==> config.mk <==
export PLATFORM = sky130hd
export DESIGN_NAME = comma_command_line_recognizer_flat
export DESIGN_NICKNAME = d
export VERILOG_FILES = /design/src/rtl/core/cclr_pkg.sv /design/src/rtl/core/cclr_ifs.sv /design/src/rtl/core/comma_command_line_recognizer.sv /design/src/flat_wrapper.sv
export SDC_FILE = /design/constraint.sdc
export NUM_CORES = 1
export LEC_CHECK = 0
export ABC_CLOCK_PERIOD_IN_PS = 2770
export BUFFER_PORTS_ARGS = -buffer_cell sky130_fd_sc_hd__buf_2
export CORE_AREA = 3 3 109 153
export DETAILED_ROUTE_END_ITERATION = 10
export DIE_AREA = 0 0 112 156
export PLACE_DENSITY = 0.47
export SLEW_MARGIN = 20
export SYNTH_ARGS = -nofsm -noshare
export SYNTH_HDL_FRONTEND = slang
export SYNTH_SLANG_ARGS = --single-unit
==> constraint.sdc <==
create_clock -name i_clk -period 2.77 [get_ports i_clk]
set_input_delay 0.4155 -clock i_clk [delete_from_list [all_inputs] [get_ports i_clk]]
set_output_delay 0.4155 -clock i_clk [all_outputs]
set_load 0.1 [all_outputs]
==> src/rtl/core/cclr_pkg.sv <==
// Shared constants and keyword tables of the comma command line recognizer.
package cclr_pkg;

    localparam int MAX_LINE_DEF = 32;
    localparam int NUM_KW       = 8;
    localparam int TEAM_W       = 32;
    localparam int BYTE_W       = 8;
    localparam int CODE_W       = 4;
    localparam int CHAR_CNT_W   = 5;
    localparam int FIELD_W      = 2;

    localparam logic [TEAM_W-1:0] TEAM_ID_RST = 32'h3130_3835;

    localparam logic [BYTE_W-1:0] CH_START = 8'h43;
    localparam logic [BYTE_W-1:0] CH_COMMA = 8'h2C;
    localparam logic [BYTE_W-1:0] CH_CR    = 8'h0D;

    localparam logic [CODE_W-1:0] CODE_NONE = 4'd0;

    localparam logic [FIELD_W-1:0] FIELD_TEAM = 2'd1;
    localparam logic [FIELD_W-1:0] FIELD_KW   = 2'd2;
    localparam logic [FIELD_W-1:0] FIELD_LAST = 2'd3;

    localparam logic [CHAR_CNT_W-1:0] TEAM_LEN = 5'd4;
    localparam logic [CHAR_CNT_W-1:0] CHAR_MAX = 5'd31;

    // Keyword k carries command code k+1: CX, SIM, SIMP, CAL, ST, BK, CR, TC.
    localparam logic [BYTE_W-1:0] KW_TEXT [NUM_KW][4] = '{
        '{8'h43, 8'h58, 8'h00, 8'h00},
        '{8'h53, 8'h49, 8'h4D, 8'h00},
        '{8'h53, 8'h49, 8'h4D, 8'h50},
        '{8'h43, 8'h41, 8'h4C, 8'h00},
        '{8'h53, 8'h54, 8'h00, 8'h00},
        '{8'h42, 8'h4B, 8'h00, 8'h00},
        '{8'h43, 8'h52, 8'h00, 8'h00},
        '{8'h54, 8'h43, 8'h00, 8'h00}
    };
    localparam logic [2:0] KW_LEN [NUM_KW] = '{
        3'd2, 3'd3, 3'd4, 3'd3, 3'd2, 3'd2, 3'd2, 3'd2
    };

endpackage

==> src/rtl/core/cclr_ifs.sv <==
// Handshake channel interfaces of the comma command line recognizer.
interface cclr_rx_if import cclr_pkg::*; ();
    logic              valid;
    logic              ready;
    logic [BYTE_W-1:0] rx_byte;

    modport source (output valid, output rx_byte, input ready);
    modport sink   (input valid, input rx_byte, output ready);
endinterface

interface cclr_res_if import cclr_pkg::*; ();
    logic              valid;
    logic              ready;
    logic [CODE_W-1:0] command_code;
    logic              line_overflow;

    modport source (output valid, output command_code, output line_overflow, input ready);
    modport sink   (input valid, input command_code, input line_overflow, output ready);
endinterface

interface cclr_cfg_if import cclr_pkg::*; ();
    logic              valid;
    logic              ready;
    logic [TEAM_W-1:0] team_id_chars;

    modport source (output valid, output team_id_chars, input ready);
    modport sink   (input valid, input team_id_chars, output ready);
endinterface

==> src/rtl/core/comma_command_line_recognizer.sv <==
// Top level of the comma command line recognizer: input register, byte parser and result register.
//
// Usage: received serial bytes enter on i_rx, one item per byte. Bytes are
// dropped until a 'C' opens a line; inside a line commas split fields and a
// carriage return ends it. Each carriage return inside a line yields exactly
// one item on o_res: the command code (0 when the team field or the keyword
// field does not match exactly or the line overflowed) and a flag set when
// the line ran past MAX_LINE bytes. All other bytes yield nothing.
// i_cfg writes the four-character team identifier; it is always ready and is
// meant to be written while no byte is in flight.
// Throughput: one byte per cycle but for the stall below. A carriage return
// inside a line passes from the input register into the result register,
// which drives o_res.valid.
// When o_res stalls, a waiting result stays put; bytes that make no result
// still flow, and only a second carriage return holds in the input register
// until the result register is free.
// Reset clears the line state and loads the team identifier "1085".
module comma_command_line_recognizer import cclr_pkg::*; #(
    parameter int MAX_LINE = MAX_LINE_DEF
) (
    input  logic        i_clk,
    input  logic        i_rst_n,
    cclr_rx_if.sink     i_rx,
    cclr_cfg_if.sink    i_cfg,
    cclr_res_if.source  o_res
);

    localparam int LEN_W = $clog2(MAX_LINE + 1);
    localparam logic [LEN_W-1:0] LEN_MAX = LEN_W'(MAX_LINE);

    // Input register.
    logic              r_in_vld;
    logic [BYTE_W-1:0] r_in_byte;

    // Line state.
    logic                  r_in_line,  n_in_line;
    logic [FIELD_W-1:0]    r_field,    n_field;
    logic [CHAR_CNT_W-1:0] r_char_cnt, n_char_cnt;
    logic [LEN_W-1:0]      r_line_len, n_line_len;
    logic                  r_team_ok,  n_team_ok;
    logic [NUM_KW-1:0]     r_kw_cand,  n_kw_cand;
    logic                  r_ovf,      n_ovf;
    logic [TEAM_W-1:0]     r_team_id;

    // Result register.
    logic              r_out_vld;
    logic [CODE_W-1:0] r_out_code, n_out_code;
    logic              r_out_ovf;

    logic              is_result;
    logic              proc_fire;
    logic [NUM_KW-1:0] kw_len_hit;
    logic [NUM_KW-1:0] kw_char_hit;
    logic [NUM_KW-1:0] kw_final;
    logic [BYTE_W-1:0] team_char;
    logic              team_char_hit;

    // A carriage return inside a line needs room in the result register.
    assign is_result = r_in_line && (r_in_byte == CH_CR);
    assign proc_fire = r_in_vld && (!is_result || !r_out_vld || o_res.ready);

    assign i_rx.ready  = !r_in_vld || proc_fire;
    assign i_cfg.ready = 1'b1;

    assign o_res.valid         = r_out_vld;
    assign o_res.command_code  = r_out_code;
    assign o_res.line_overflow = r_out_ovf;

    // Per-keyword checks of the current byte and of the field length.
    always_comb begin
        for (int k = 0; k < NUM_KW; k++) begin
            kw_len_hit[k]  = (r_char_cnt == {2'b00, KW_LEN[k]});
            kw_char_hit[k] = (r_char_cnt < {2'b00, KW_LEN[k]})
                          && (KW_TEXT[k][r_char_cnt[1:0]] == r_in_byte);
        end
    end

    // Team character at the current position, first character in the top byte.
    always_comb begin
        case (r_char_cnt[1:0])
            2'd0:    team_char = r_team_id[31:24];
            2'd1:    team_char = r_team_id[23:16];
            2'd2:    team_char = r_team_id[15:8];
            default: team_char = r_team_id[7:0];
        endcase
    end
    assign team_char_hit = (r_char_cnt < TEAM_LEN) && (team_char == r_in_byte);

    // Keyword field closed by the carriage return when it is still the open one.
    assign kw_final = (r_field == FIELD_KW) ? (r_kw_cand & kw_len_hit) : r_kw_cand;

    // Code of the first surviving keyword, if the line qualifies.
    always_comb begin
        n_out_code = CODE_NONE;
        if (!r_ovf && (r_field >= FIELD_KW) && r_team_ok) begin
            for (int k = NUM_KW - 1; k >= 0; k--) begin
                if (kw_final[k]) begin
                    n_out_code = CODE_W'(k + 1);
                end
            end
        end
    end

    // Next line state for the byte in the input register.
    always_comb begin
        n_in_line  = r_in_line;
        n_field    = r_field;
        n_char_cnt = r_char_cnt;
        n_line_len = r_line_len;
        n_team_ok  = r_team_ok;
        n_kw_cand  = r_kw_cand;
        n_ovf      = r_ovf;
        if (!r_in_line) begin
            // The opening 'C' is the first character of field zero.
            if (r_in_byte == CH_START) begin
                n_in_line  = 1'b1;
                n_field    = '0;
                n_char_cnt = CHAR_CNT_W'(1);
                n_line_len = LEN_W'(1);
                n_team_ok  = 1'b1;
                n_kw_cand  = '1;
                n_ovf      = 1'b0;
            end
        end else if (r_in_byte == CH_CR) begin
            n_in_line  = 1'b0;
            n_field    = '0;
            n_char_cnt = '0;
            n_line_len = '0;
            n_team_ok  = 1'b1;
            n_kw_cand  = '1;
            n_ovf      = 1'b0;
        end else begin
            if (r_line_len >= LEN_MAX) begin
                n_ovf = 1'b1;
            end else begin
                n_line_len = r_line_len + LEN_W'(1);
            end
            if (r_in_byte == CH_COMMA) begin
                if (r_field == FIELD_TEAM) begin
                    n_team_ok = r_team_ok && (r_char_cnt == TEAM_LEN);
                end else if (r_field == FIELD_KW) begin
                    n_kw_cand = r_kw_cand & kw_len_hit;
                end
                if (r_field != FIELD_LAST) begin
                    n_field = r_field + FIELD_W'(1);
                end
                n_char_cnt = '0;
            end else begin
                if (r_field == FIELD_TEAM) begin
                    n_team_ok = r_team_ok && team_char_hit;
                end else if (r_field == FIELD_KW) begin
                    n_kw_cand = r_kw_cand & kw_char_hit;
                end
                if (r_char_cnt != CHAR_MAX) begin
                    n_char_cnt = r_char_cnt + CHAR_CNT_W'(1);
                end
            end
        end
    end

    always_ff @(posedge i_clk) begin
        if (!i_rst_n) begin
            r_in_vld   <= 1'b0;
            r_in_line  <= 1'b0;
            r_field    <= '0;
            r_char_cnt <= '0;
            r_line_len <= '0;
            r_team_ok  <= 1'b1;
            r_kw_cand  <= '1;
            r_ovf      <= 1'b0;
            r_team_id  <= TEAM_ID_RST;
            r_out_vld  <= 1'b0;
        end else begin
            if (i_rx.valid && i_rx.ready) begin
                r_in_vld <= 1'b1;
            end else if (proc_fire) begin
                r_in_vld <= 1'b0;
            end
            if (proc_fire) begin
                r_in_line  <= n_in_line;
                r_field    <= n_field;
                r_char_cnt <= n_char_cnt;
                r_line_len <= n_line_len;
                r_team_ok  <= n_team_ok;
                r_kw_cand  <= n_kw_cand;
                r_ovf      <= n_ovf;
            end
            if (i_cfg.valid) begin
                r_team_id <= i_cfg.team_id_chars;
            end
            if (proc_fire && is_result) begin
                r_out_vld <= 1'b1;
            end else if (o_res.ready) begin
                r_out_vld <= 1'b0;
            end
        end
    end

    // Payload registers.
    always_ff @(posedge i_clk) begin
        if (i_rx.valid && i_rx.ready) begin
            r_in_byte <= i_rx.rx_byte;
        end
        if (proc_fire && is_result) begin
            r_out_code <= n_out_code;
            r_out_ovf  <= r_ovf;
        end
    end

`ifndef ASSERT_OFF
    // An overflowed line never reports a command.
    a_ovf_no_code: assert property (@(posedge i_clk) disable iff (!i_rst_n)
        o_res.valid && o_res.line_overflow |-> o_res.command_code == CODE_NONE)
        else $error("overflowed line gave a command code");

    // The line length counter never passes its bound.
    a_len_bound: assert property (@(posedge i_clk) disable iff (!i_rst_n)
        r_line_len <= LEN_MAX)
        else $error("line length beyond bound");

    // The overflow flag is only set once the length counter has saturated.
    a_ovf_len: assert property (@(posedge i_clk) disable iff (!i_rst_n)
        r_ovf |-> r_line_len == LEN_MAX)
        else $error("overflow flag without full line length");

    // Outside a line the match state is back at its clean values.
    a_idle_clean: assert property (@(posedge i_clk) disable iff (!i_rst_n)
        !r_in_line |-> (r_kw_cand == '1) && r_team_ok && !r_ovf
                       && (r_field == '0) && (r_line_len == '0))
        else $error("stale line state outside a line");

    // A byte held back by a stalled result keeps its value.
    a_hold_byte: assert property (@(posedge i_clk) disable iff (!i_rst_n)
        r_in_vld && !proc_fire |=> r_in_vld && $stable(r_in_byte))
        else $error("held input byte was lost or changed");
`endif

endmodule

==> src/flat_wrapper.sv <==
// flat-port wrapper written by rule: the top's interface ports become plain ports
module comma_command_line_recognizer_flat import cclr_pkg::*;
#(
    parameter int MAX_LINE = MAX_LINE_DEF
)
  (i_clk, i_rst_n, i_rx_valid, i_rx_rx_byte, i_rx_ready, i_cfg_valid, i_cfg_team_id_chars, i_cfg_ready, o_res_valid, o_res_command_code, o_res_line_overflow, o_res_ready);
  cclr_rx_if i_rx_i ();
  cclr_cfg_if i_cfg_i ();
  cclr_res_if o_res_i ();
  input  logic i_clk;
  input  logic i_rst_n;
  input wire logic [$bits(i_rx_i.valid)-1:0] i_rx_valid;
  input wire logic [$bits(i_rx_i.rx_byte)-1:0] i_rx_rx_byte;
  output wire logic [$bits(i_rx_i.ready)-1:0] i_rx_ready;
  input wire logic [$bits(i_cfg_i.valid)-1:0] i_cfg_valid;
  input wire logic [$bits(i_cfg_i.team_id_chars)-1:0] i_cfg_team_id_chars;
  output wire logic [$bits(i_cfg_i.ready)-1:0] i_cfg_ready;
  output wire logic [$bits(o_res_i.valid)-1:0] o_res_valid;
  output wire logic [$bits(o_res_i.command_code)-1:0] o_res_command_code;
  output wire logic [$bits(o_res_i.line_overflow)-1:0] o_res_line_overflow;
  input wire logic [$bits(o_res_i.ready)-1:0] o_res_ready;
  assign i_rx_i.valid = i_rx_valid;
  assign i_rx_i.rx_byte = i_rx_rx_byte;
  assign i_rx_ready = i_rx_i.ready;
  assign i_cfg_i.valid = i_cfg_valid;
  assign i_cfg_i.team_id_chars = i_cfg_team_id_chars;
  assign i_cfg_ready = i_cfg_i.ready;
  assign o_res_valid = o_res_i.valid;
  assign o_res_command_code = o_res_i.command_code;
  assign o_res_line_overflow = o_res_i.line_overflow;
  assign o_res_i.ready = o_res_ready;
  comma_command_line_recognizer #(.MAX_LINE(MAX_LINE)) u_core (.i_clk(i_clk), .i_rst_n(i_rst_n), .i_rx(i_rx_i), .i_cfg(i_cfg_i), .o_res(o_res_i));
endmodule
# Word level (Yosys, flattened, before mapping)
# Cells that the tools add are included.
# word_totals
register_bits	71
inputBits	45
word_cells	167
out_inout_bits	8
# op_classes
eq_ne	29
n_lt_le_gt_ge	6
n_reduce_logical	37
add_sub_neg	3
n_mux	72
n_bitwise	4
# op_table
op	count
8-bit two-way mux	24
8-bit binary-select mux with 2-bit select	8
8-bit equality test	9
5-bit two-way mux	5
6-bit two-way mux	4
8-bit case mux with 3 select lines	1
1-bit two-way mux	18
3-bit inequality test (second input constant)	6
1-bit logical AND	17
8-bit AND	2
2-bit two-way mux	7
3-bit two-way mux	4
3-bit AND reduction	4
5-bit by 2-bit equality test with 1-bit output (second input constant)	2
5-bit by 2-bit less-than comparator with 1-bit output (second input constant)	2
8-bit by 4-bit equality test with 1-bit output (second input constant)	1
8-bit by 6-bit equality test with 1-bit output (second input constant)	1
8-bit by 7-bit equality test with 1-bit output (second input constant)	1
4-bit inequality test (second input constant)	2
4-bit AND reduction	2
8-bit OR reduction	1
6-bit by 1-bit adder with 6-bit output (second input constant)	1
6-bit >= comparator (second input constant)	1
2-bit nonzero test	3
18 further kinds	25

# Logic depth before layout (Yosys ltp)
# logic_depth
ltp_word	12
depth_mapped	10
depth_no_buf	8

# Least setup slack after synthesis
# OpenSTA, ideal clock, no wires.
# synth_timing
kind	reg2reg
from	reg u_core.r_in_byte[1]
to	reg u_core.r_in_byte[0], enable pin
stages_incl_launch_ff	5
arrival_time_ns	2.889
slack_ns	-0.402
setup_time_ns	0.283
t_required_ns	2.487
synth_period_minus_slack_ns	3.172
n_path_buf	0
path_cell_list	edfxtp_1 or4b_4 nor2_1 nand4_1 and2_1
# synth_between
elab_chain_cells	8
# synth_rtl
element	line_no	text
start, declared	comma_command_line_recognizer.sv:33	logic [BYTE_W-1:0] r_in_byte;
start signal, assigned	comma_command_line_recognizer.sv:202	r_in_byte <= i_rx.rx_byte;
8-bit by 4-bit equality test with 1-bit output	comma_command_line_recognizer.sv:59	assign is_result = r_in_line && (r_in_byte == CH_CR);
1-bit logical AND	comma_command_line_recognizer.sv:59	
1-bit logical NOT	comma_command_line_recognizer.sv:60	assign proc_fire = r_in_vld && (!is_result || !r_out_vld || o_res.ready);
1-bit logical OR (2 in a row)	comma_command_line_recognizer.sv:60	
1-bit logical AND	comma_command_line_recognizer.sv:60	
1-bit logical OR	comma_command_line_recognizer.sv:62	assign i_rx.ready = !r_in_vld || proc_fire;
via i_rx_ready	flat_wrapper.sv:14	output wire logic [$bits(i_rx_i.ready)-1:0] i_rx_ready;
1-bit logical AND	comma_command_line_recognizer.sv:201	if (i_rx.valid && i_rx.ready) begin
# The timed path passes the listed nets, and every way through them passes these cells.
# A chain may end at the register's enable or synchronous reset.

# Final worst setup path
# layout_timing
from	reg u_core.r_in_byte[5]
to	out i_rx_ready
# layout_between
elab_chain_cells	7
# layout_rtl
element	line_no
8-bit by 4-bit equality test with 1-bit output	comma_command_line_recognizer.sv:59
1-bit logical AND	comma_command_line_recognizer.sv:59
1-bit logical NOT	comma_command_line_recognizer.sv:60
1-bit logical OR (2 in a row)	comma_command_line_recognizer.sv:60
1-bit logical AND	comma_command_line_recognizer.sv:60
1-bit logical OR	comma_command_line_recognizer.sv:62
end, declared	flat_wrapper.sv:14
# No other way between the ends.

==> results.md <==
- Setup_tns: 0 ps
- Num CTS Buffers: 9
- Via/cell ratio: 4.94
- Status: finished clean
- H-tree depth: 3
- Slew margin rel.: 0.395
- Hold_buf cts: 0
- Starting Density: 0.248
- Clock Latency Late Sink: 340 ps
- Flop pwr share: 0.415
- Syn_area_per_cell: 9.22 sq um
- CP endpoint kind: output port
- FF-to-FF path depth: 5
- VDD IR max: 282 uV
- # clock sinks: 71
- CP Max Fanout: 9
- Final wirelength: 10600 microns
- Ports: 53
- Crit path launch: u_core.r_in_byte[5]
- Chip Height: 156 microns
- CP required: 2350 ps
- Mapped Nets: 471
- Area share of the largest cell type after synthesis: 0.303
- Yosys warnings: 0
- Cell-internal power: 2.12 mW
- Clock-pin transition on the worst setup and hold timing paths: 60 ps
- Global route overflow: 0
- Detail Placement HPWL: 7900 microns
- Area contributors post-synth: dfxtp_1 (30%), edfxtp_1 (10%), mux2i_1 (8.4%), a21oi_1 (3.4%), ha_1 (3.3%)
- Final setup fails: 0
- PortBufs: 51
- Worst EP arrival: 2110 ps
- Net Sw Frac: 0.221
- Worst-Margin Slew: 907 ps
- Worst r2r src: u_core.r_in_byte[2]
- Clock network fraction of total power: 0.505
- Post-CTS setup buffer count: 0
- Die W: 112 microns
- Drt pass-1 iters: 4
- FF+latch count, synth: 71
- Placed Area: 0.00431 sq mm
- Initial antenna violation count: 0
- Distinct cell type count of the synthesized netlist: 63
- RR Endpoint: u_core.r_kw_cand[7]
- Crit path max-delay family: simple AND/OR/NAND/NOR gates
- CTS tree: done
- RSZ-0062 raised after global routing: false
- DRT antenna net count: 0
- Post-Syn Area: 0.00383 sq mm
- Synth area leader: dfxtp_1
- Layout area overhead: 21.9%
- Syn Inst Count: 416
- Worst setup path category: flop to output port
- Clk buf depth: 2
- Hold Path Class: input port to flop
- Maximum clock rate: 396 MHz
- Nets@finish: 517
- Antenna Diode Count: 0
- Final hold vios: 0
- DR DRC count: 0
- Buf/Inv on CP: 1
- Placer Congestion: 0.841
- GRT Overall Usage: 0.123
- DIE AREA: 0.0175 sq mm
- Comb power frac: 0.079
- Post-synthesis async set-or-reset flop share: 0
- Cell Rows: 54
- First-pass GRT wire length: 17300 microns
- Crit path depth: 4
- Largest net degree at the start of global routing: 33
- Layout cells sized above 1: 0.197
- Core Region: 0.0155 sq mm
- Delay of the slowest critical-path stage: 580 ps
- Max_cap viols: 0
- Post-route minimum period: 2530 ps
- FF-to-FF setup slack: 410 ps
- Seq/Total Area, Yosys: 0.405
- Wirelength per Cell: 16.0 microns
- Critical path cell sequence: or4b_4 > nor2_4 > nand4_1 > buf_2
- Clk_skew: 6.77 ps
- CP startpoint kind: flop
- Worst path slowest cell: or4b_4
- 1st-iter DRT viols: 164
- Via count: 3277
- Root Driver: clkbuf_16
- PD cells: 581 mW/mm^2
- # resized after CTS: 0
- Post-synth EDFFs: 13
- Tcrit/Tclk final: 0.913
- Switching pwr: 0.599 mW
- Final hold slack: 253 ps
- Top_reg_cell synth: dfxtp_1
- Final instance area: 0.00467 sq mm
- LEAKAGE: 1.82 nW
- Final Max Tran Viols: 0
- Worst setup path end: i_rx_ready
- Vias in the first global route: 3271
[metrics by stage]
| step | power [mW] | cells | setup slack (ps) | util |
|---|---|---|---|---|
| 2_1_floorplan | 1.29 | 416 | -185 | - |
| 3_3_place_gp | 1.36 | 647 | 534 | 0.279 |
| 3_5_place_dp | 1.37 | 647 | 453 | 0.279 |
| 4_1_cts | 2.75 | 663 | 227 | 0.302 |
| 5_1_grt | 2.82 | 663 | 149 | 0.302 |
| 6_report | 2.71 | 663 | 242 | 0.302 |
[worst register-to-register path: stages, from the launching register on]
cell	delay, ps
edfxtp_1	600
and4bb_1	420
nand4_1	260
and3_1	420
and2_1	240
a221o_1	310
[per-layer routing]
metal	part of all wire	routed length, microns	up-vias	track usage
li1	-	-	1613	-
met1	0.42	4440	1558	0.143
met2	0.51	5410	86	0.221
met3	0.049	521	20	0.0264
met4	0.022	233	0	0.0493
met5	0	0	-	0
[flip-flops by register name (all words and copies together) (netlist names)]
signal and count:
u_core.r_team_id 32, u_core.r_in_byte 8, u_core.r_kw_cand 8, u_core.r_line_len 6
u_core.r_char_cnt 5, u_core.o_res.command_code 4, u_core.r_field 2, u_core.o_res.line_overflow 1
u_core.o_res.valid 1, u_core.r_in_line 1, u_core.r_in_vld 1, u_core.r_ovf 1
u_core.r_team_ok 1
[Yosys cell counts (all sizes together), types with 4 or more instances]
library cell / instances
mux2i: 32
buf: 13
nand3: 15
nand4: 14
or3: 6
nor2: 32
nor2b: 11
nand2b: 5
xnor2: 13
a21oi: 26
o31ai: 5
xor2: 8
a21o: 5
nor4: 8
o21ai: 16
edfxtp: 13
nand2: 28
a222oi: 8
clkbuf: 16
nor3: 4
dfxtp: 58
nor4b: 4
o21a: 5
inv: 15
ha: 10
and3: 4
[how the worst min path moves through the flow]
stage	start	to	slack (ps)	depth (start not counted)
final	i_rx_rx_byte[3]	u_core.r_in_byte[3]	250	1
after floorplan	u_core.r_ovf	u_core.o_res.line_overflow	430	0
after global routing	i_rx_rx_byte[1]	u_core.r_in_byte[1]	240	1
after detailed placement	u_core.r_team_id[0]	u_core.r_team_id[0]	460	2
after CTS	i_rx_rx_byte[0]	u_core.r_in_byte[0]	240	1
after global placement	u_core.r_team_id[0]	u_core.r_team_id[0]	460	2
[power groups by stage]
stage          registers (mW)  logic, mW  clock network, mW
2_1_floorplan            1.13      0.161                  0
3_3_place_gp             1.15      0.216                  0
3_5_place_dp             1.15      0.218                  0
4_1_cts                  1.13      0.218               1.41
5_1_grt                  1.13      0.239               1.45
6_report                 1.13      0.215               1.37
[final cells by class]
class,instances,area [sq um]
fillers,1640,10800
clock inverters,3,68.8
flip-flops and latches,71,1550
clock buffers,13,293
well taps,196,245
inverters,15,56.3
multi-input cells,301,2100
repair buffers,64,353
[cells in the final DEF, fill, tap and decap left out, drive strengths merged, types with 10 or more instances in the layout]
cell	netlist	routed
buf	13	64
dfxtp	58	58
mux2i	32	32
nor2	32	32
nand2	28	28
a21oi	26	26
o21ai	16	16
inv	15	15
nand3	15	15
nand4	14	14
xnor2	13	13
edfxtp	13	13
clkbuf	16	13
nor2b	11	11
ha	10	10
[kinds of logic after synthesis]
kind of cell | Yosys count | synth area share
other | 1 | 0.000978
DFF | 71 | 0.405
and+or+nand+nor | 147 | 0.214
xor gates and xnor gates | 21 | 0.0480
muxes | 33 | 0.0865
buffers and inverters | 44 | 0.0490
AOI/OAI and AO/OA | 89 | 0.164
adders and majority gates | 10 | 0.0326
No activity file was read; power rests on OpenSTA's default activity.
